--- config.mk ---
export PLATFORM = sky130hd
export DESIGN_NAME = edd_clogc
export DESIGN_NICKNAME = d
export VERILOG_FILES = /design/src/hw/rtl/edd_pkg.sv /design/src/hw/rtl/edd_clogc.sv
export SDC_FILE = /design/constraint.sdc
export NUM_CORES = 2
export LEC_CHECK = 0
export BUFFER_PORTS_ARGS = -buffer_cell sky130_fd_sc_hd__buf_4
export CAP_MARGIN = 15
export CORE_ASPECT_RATIO = 1.1
export CORE_MARGIN = 1
export CORE_UTILIZATION = 31
export CTS_CLUSTER_DIAMETER = 80
export DETAILED_ROUTE_END_ITERATION = 8
export PLACE_DENSITY = 0.54
export SETUP_SLACK_MARGIN = 0.4
export SLEW_MARGIN = 15
export SYNTH_ARGS = -nofsm -noshare
export SYNTH_HDL_FRONTEND = slang
export SYNTH_SLANG_ARGS = --single-unit
--- constraint.sdc ---
create_clock -name clk -period 16.7 [get_ports clk]
set_clock_uncertainty 0.1 [all_clocks]
set_input_delay 3.34 -clock clk [delete_from_list [all_inputs] [get_ports clk]]
set_output_delay 3.34 -clock clk [all_outputs]
set_load 0.01 [all_outputs]
--- src/hw/rtl/edd_pkg.sv ---
// ----------------------------------------------------------------------------
// edd_pkg
// Shared constants, types and helpers for the encrypted data detector.
// ----------------------------------------------------------------------------
package edd_pkg;

  localparam int MAX_BYTES     = 4096;
  localparam int SEARCH_WINDOW = 128;
  localparam int FRAC_BITS     = 12;
  localparam int LOG_FRAC      = 24;

  localparam logic [15:0] THRESH_RESET  = 16'd32563;
  localparam logic [12:0] MIN_RESET     = 13'd256;
  localparam logic [15:0] ENTROPY_CAP   = 16'd32768;

  // register indexes
  localparam logic CFG_THRESH  = 1'b0;
  localparam logic CFG_MIN_LEN = 1'b1;

  // verdict codes
  localparam logic [2:0] V_SHORT  = 3'd0;
  localparam logic [2:0] V_PLAIN  = 3'd1;
  localparam logic [2:0] V_LUKS   = 3'd2;
  localparam logic [2:0] V_FVE    = 3'd3;
  localparam logic [2:0] V_SALTED = 3'd4;
  localparam logic [2:0] V_HIGH   = 3'd5;

  localparam logic [0:5][7:0] LUKS_MAGIC =
    {8'h4C, 8'h55, 8'h4B, 8'h53, 8'hBA, 8'hBE};
  localparam logic [0:7][7:0] SALTED_MAGIC =
    {8'h53, 8'h61, 8'h6C, 8'h74, 8'h65, 8'h64, 8'h5F, 8'h5F};
  localparam logic [63:0] FVE_MAGIC = 64'h2D4656452D46532D;

  typedef enum logic [1:0] {LG_IDLE, LG_SQR, LG_MUL} lg_state_t;

  typedef enum logic [3:0] {
    T_IDLE, T_WR, T_DEC, T_BRD, T_BST, T_BWT, T_TOP, T_TWT, T_DIV, T_CMP, T_OUT
  } top_state_t;

  // index of the highest set bit
  function automatic logic [3:0] msb13(input logic [12:0] c);
    logic [3:0] k;
    k = 4'd0;
    for (int i = 0; i < 13; i++) begin
      if (c[i]) k = 4'(i);
    end
    return k;
  endfunction

endpackage

--- src/hw/rtl/edd_clogc.sv ---
// ----------------------------------------------------------------------------
// edd_clogc
// Iterative c*log2(c) unit: one mantissa squaring per cycle, then one multiply.
// ----------------------------------------------------------------------------
module edd_clogc import edd_pkg::*; (
  input  logic        clk,
  input  logic        rst_n,
  input  logic        start,
  input  logic [12:0] c,
  output logic        done,
  output logic [27:0] value
);

  lg_state_t   state_r, state_nxt;
  logic [30:0] x_r, x_nxt;
  logic [27:0] res_r, res_nxt;
  logic [4:0]  step_r, step_nxt;
  logic [12:0] c_r, c_nxt;
  logic [27:0] val_r, val_nxt;
  logic        done_r, done_nxt;
  logic [61:0] sq;
  logic [40:0] prod;
  logic [3:0]  k;

  assign sq    = {31'b0, x_r} * {31'b0, x_r};
  assign prod  = {28'b0, c_r} * {13'b0, res_r};
  assign k     = msb13(c);
  assign done  = done_r;
  assign value = val_r;

  always_ff @(posedge clk) begin
    if (!rst_n) begin
      state_r <= LG_IDLE;
      done_r  <= 1'b0;
    end else begin
      state_r <= state_nxt;
      done_r  <= done_nxt;
    end
    x_r    <= x_nxt;
    res_r  <= res_nxt;
    step_r <= step_nxt;
    c_r    <= c_nxt;
    val_r  <= val_nxt;
  end

  always_comb begin
    state_nxt = state_r;
    x_nxt     = x_r;
    res_nxt   = res_r;
    step_nxt  = step_r;
    c_nxt     = c_r;
    val_nxt   = val_r;
    done_nxt  = 1'b0;
    case (state_r)
      LG_IDLE: begin
        if (start) begin
          c_nxt    = c;
          x_nxt    = {18'b0, c} << (5'd30 - {1'b0, k});
          res_nxt  = {4'b0, k, 20'b0} << 4;
          step_nxt = 5'(LOG_FRAC - 1);
          if (c <= 13'd1) begin
            val_nxt  = 28'd0;
            done_nxt = 1'b1;
          end else begin
            state_nxt = LG_SQR;
          end
        end
      end
      LG_SQR: begin
        if (sq[61]) begin
          x_nxt = sq[61:31];
          res_nxt[step_r] = 1'b1;
        end else begin
          x_nxt = sq[60:30];
        end
        step_nxt = step_r - 5'd1;
        if (step_r == 5'd0) state_nxt = LG_MUL;
      end
      LG_MUL: begin
        val_nxt   = prod[39:12];
        done_nxt  = 1'b1;
        state_nxt = LG_IDLE;
      end
      default: state_nxt = LG_IDLE;
    endcase
  end

endmodule
==> summary.txt <==
Status -> finished, final reports clean
Via Count -> 29260
Final Critical Period -> 9590 ps
Slew Limit Fails -> 0
Post-CTS Resized -> 0
Startpoint Class -> register
R2R setup slack -> 7110 ps
Syn Inst Count -> 4554
Final worst-path cycle share -> 57.5%
Post-Synth XOR/XNOR Area -> 1.57%
Die width -> 355 µm
CTS Sinks -> 108
Synth Area in Adders -> 59.0%
Least-Margin Pin Slew -> 1190 ps
Layout cell share with drive strength beyond 1 -> 3.29%
IO Count -> 45
Worst hold slack -> 560 ps
Flops & latches, synth -> 108
Number of buffers added on ports -> 44
CTS Buffer Depth -> 2
CP endpoint kind -> register
Setup TNS Final -> 0 ps
Vias in the first global route -> 32742
Synth warn -> 0
CTS tree -> built
CP required -> 16840 ps
Drt via density -> 4.67
Simple-Gate Fraction of Synth Area -> 13.4%
RSZ-0062 raised after global routing -> no
Fraction of synthesized area in multiplexers -> 0.683%
DRT Pass-1 Iters -> 5
Most common cell after layout, fill and taps aside -> inv_1
HP Class -> reg2reg
GRT Total Usage -> 16.7%
Fin nets -> 5868
DR DRC count -> 0
Congestion Overflow GR -> 0
Slew headroom -> 21.0%
Initial Utilization -> 31.2%
Post-DP HPWL -> 88100 µm
TritonCTS buffer count -> 9
Post-DRT Antenna Nets -> 0
Post-synthesis compound-gate area fraction -> 5.57%
Post-synth ARST share -> 0%
Most frequent cells in the layout -> inv_1 (1181), fa_1 (1031), nand2_1 (596)
Crit path kind -> reg2reg
Synth-to-layout area growth -> 6.08%
Post-Route WL -> 110000 µm
Ys flop type -> edfxtp_1
Post-synth EDFFs -> 105
Crit Path Max Fanout -> 27
Row Count -> 142
Ant diodes -> 0
Cell variety after synth -> 72
CP arrival -> 9740 ps
Wire per inst -> 17.6 µm
Setup Buffers After CTS -> 0
Setup violations, final -> 0
Reg clk slew, reported paths -> 90 ps
Seq/Total Area, Yosys -> 7.56%
Gpl congestion -> 0.860
Max_cap viols -> 0
Area of the core -> 136000 µm²
First-pass GRT wire length -> 181000 µm
Top-area cell type share of the netlist area -> 48.5%
Synthesized area per cell -> 9.34 µm²
Initial antenna violation count -> 5
CTS H-tree lvls -> 3
CTS Hold Bufs -> 0
Die area -> 139000 µm²
Root buffer cell -> clkbuf_16
Hold Path Stages -> 1
Clock latency on the worst-skew pair -> 400 ps
Cell area after synthesis -> 42500 µm²
Largest net degree at the start of global routing -> 36
Syn Nets -> 5956
Cell taking the most area after synthesis -> fa_1
Drt first-iter violations -> 1476
Main combinational cell family by area after synthesis -> adder cells
R2R cell count -> 24
Fin. Hold Viols -> 0
Die height -> 390 µm
Ranking of synthesized cells by area -> fa_1 (49%), ha_1 (10%), inv_1 (10%)
Achievable Freq -> 104 MHz
-- logic make-up (layout without fill, tap and decap cells) --
logic type	count (synthesis)	count (layout)
AOI/OAI and AO/OA	371	371
xor gates and xnor gates	76	76
adders and majority gates	1386	1386
buffers and inverters	1379	1296
DFF	108	108
muxes	26	26
and+or+nand+nor	1208	1208
-- registers in the layout (all words and copies together) (netlist names) --
register / cells
step_r: 5
res_r: 28
state_r: 2
done: 1
x_r: 31
c_r: 13
value: 28
-- cell type report --
type	instances	area, µm²
Tap cell	1800	2250
Inverter	1182	4440
Multi-Input combinational cell	3067	34100
Clock buffer	9	225
Sequential cell	108	3210
Timing Repair Buffer	98	736
Clock inverter	7	91.3
Fill cell	14275	91000
-- through the flow --
stage          setup WS, ps  utilization, %  instance area (µm²)  cells
3_5_place_dp           7130            32.9                44800   6255
2_1_floorplan          6920               -                42500   4554
3_3_place_gp           7190            32.9                44800   6255
6_report               7110            33.1                45100   6271
4_1_cts                7100            33.1                45100   6271
5_1_grt                6700            33.1                45100   6271
-- path summary, 6_finish.rpt --
path             start        end
max            x_r[23]    x_r[28]
min          step_r[0]  step_r[0]
max reg2reg    x_r[23]    x_r[28]
min reg2reg  step_r[0]  step_r[0]
-- Yosys cell counts (all sizes together) (23+ instances only) --
library cell	count
a21o	42
a21oi	141
and2	311
and3	23
clkbuf	175
edfxtp	105
fa	1031
ha	355
inv	1181
nand2	596
nand3	30
nor2	133
nor3	27
o21ai	56
xnor2	44
xor2	32
-- routing by layer --
layer	global-route usage [%]	vias up	wire [µm]
met5	0	-	51
met4	3.59	8	2290
met3	1.55	117	3930
met2	30.3	521	57200
met1	21.3	15231	46600
li1	-	13383	-
-- worst max-delay path: stages, from the launching register on --
cell and delay (ps):
edfxtp_1 340, buf_4 460, inv_1 450, nor2_1 460, fa_1 510, fa_1 430
fa_1 600, inv_1 70, fa_1 480, inv_1 60, fa_1 490, fa_1 600
fa_1 440, fa_1 460, ha_1 450, nand4_1 170, nor3_1 290, inv_1 80
a211oi_2 290, o211ai_2 210, a21oi_2 320, a211oi_1 180, or3_1 740, or4_1 630
o211ai_1 100
Power is left out: the tool's default activity adds up to more than one toggle a clock period on the data nets, which glitch-free logic cannot reach.
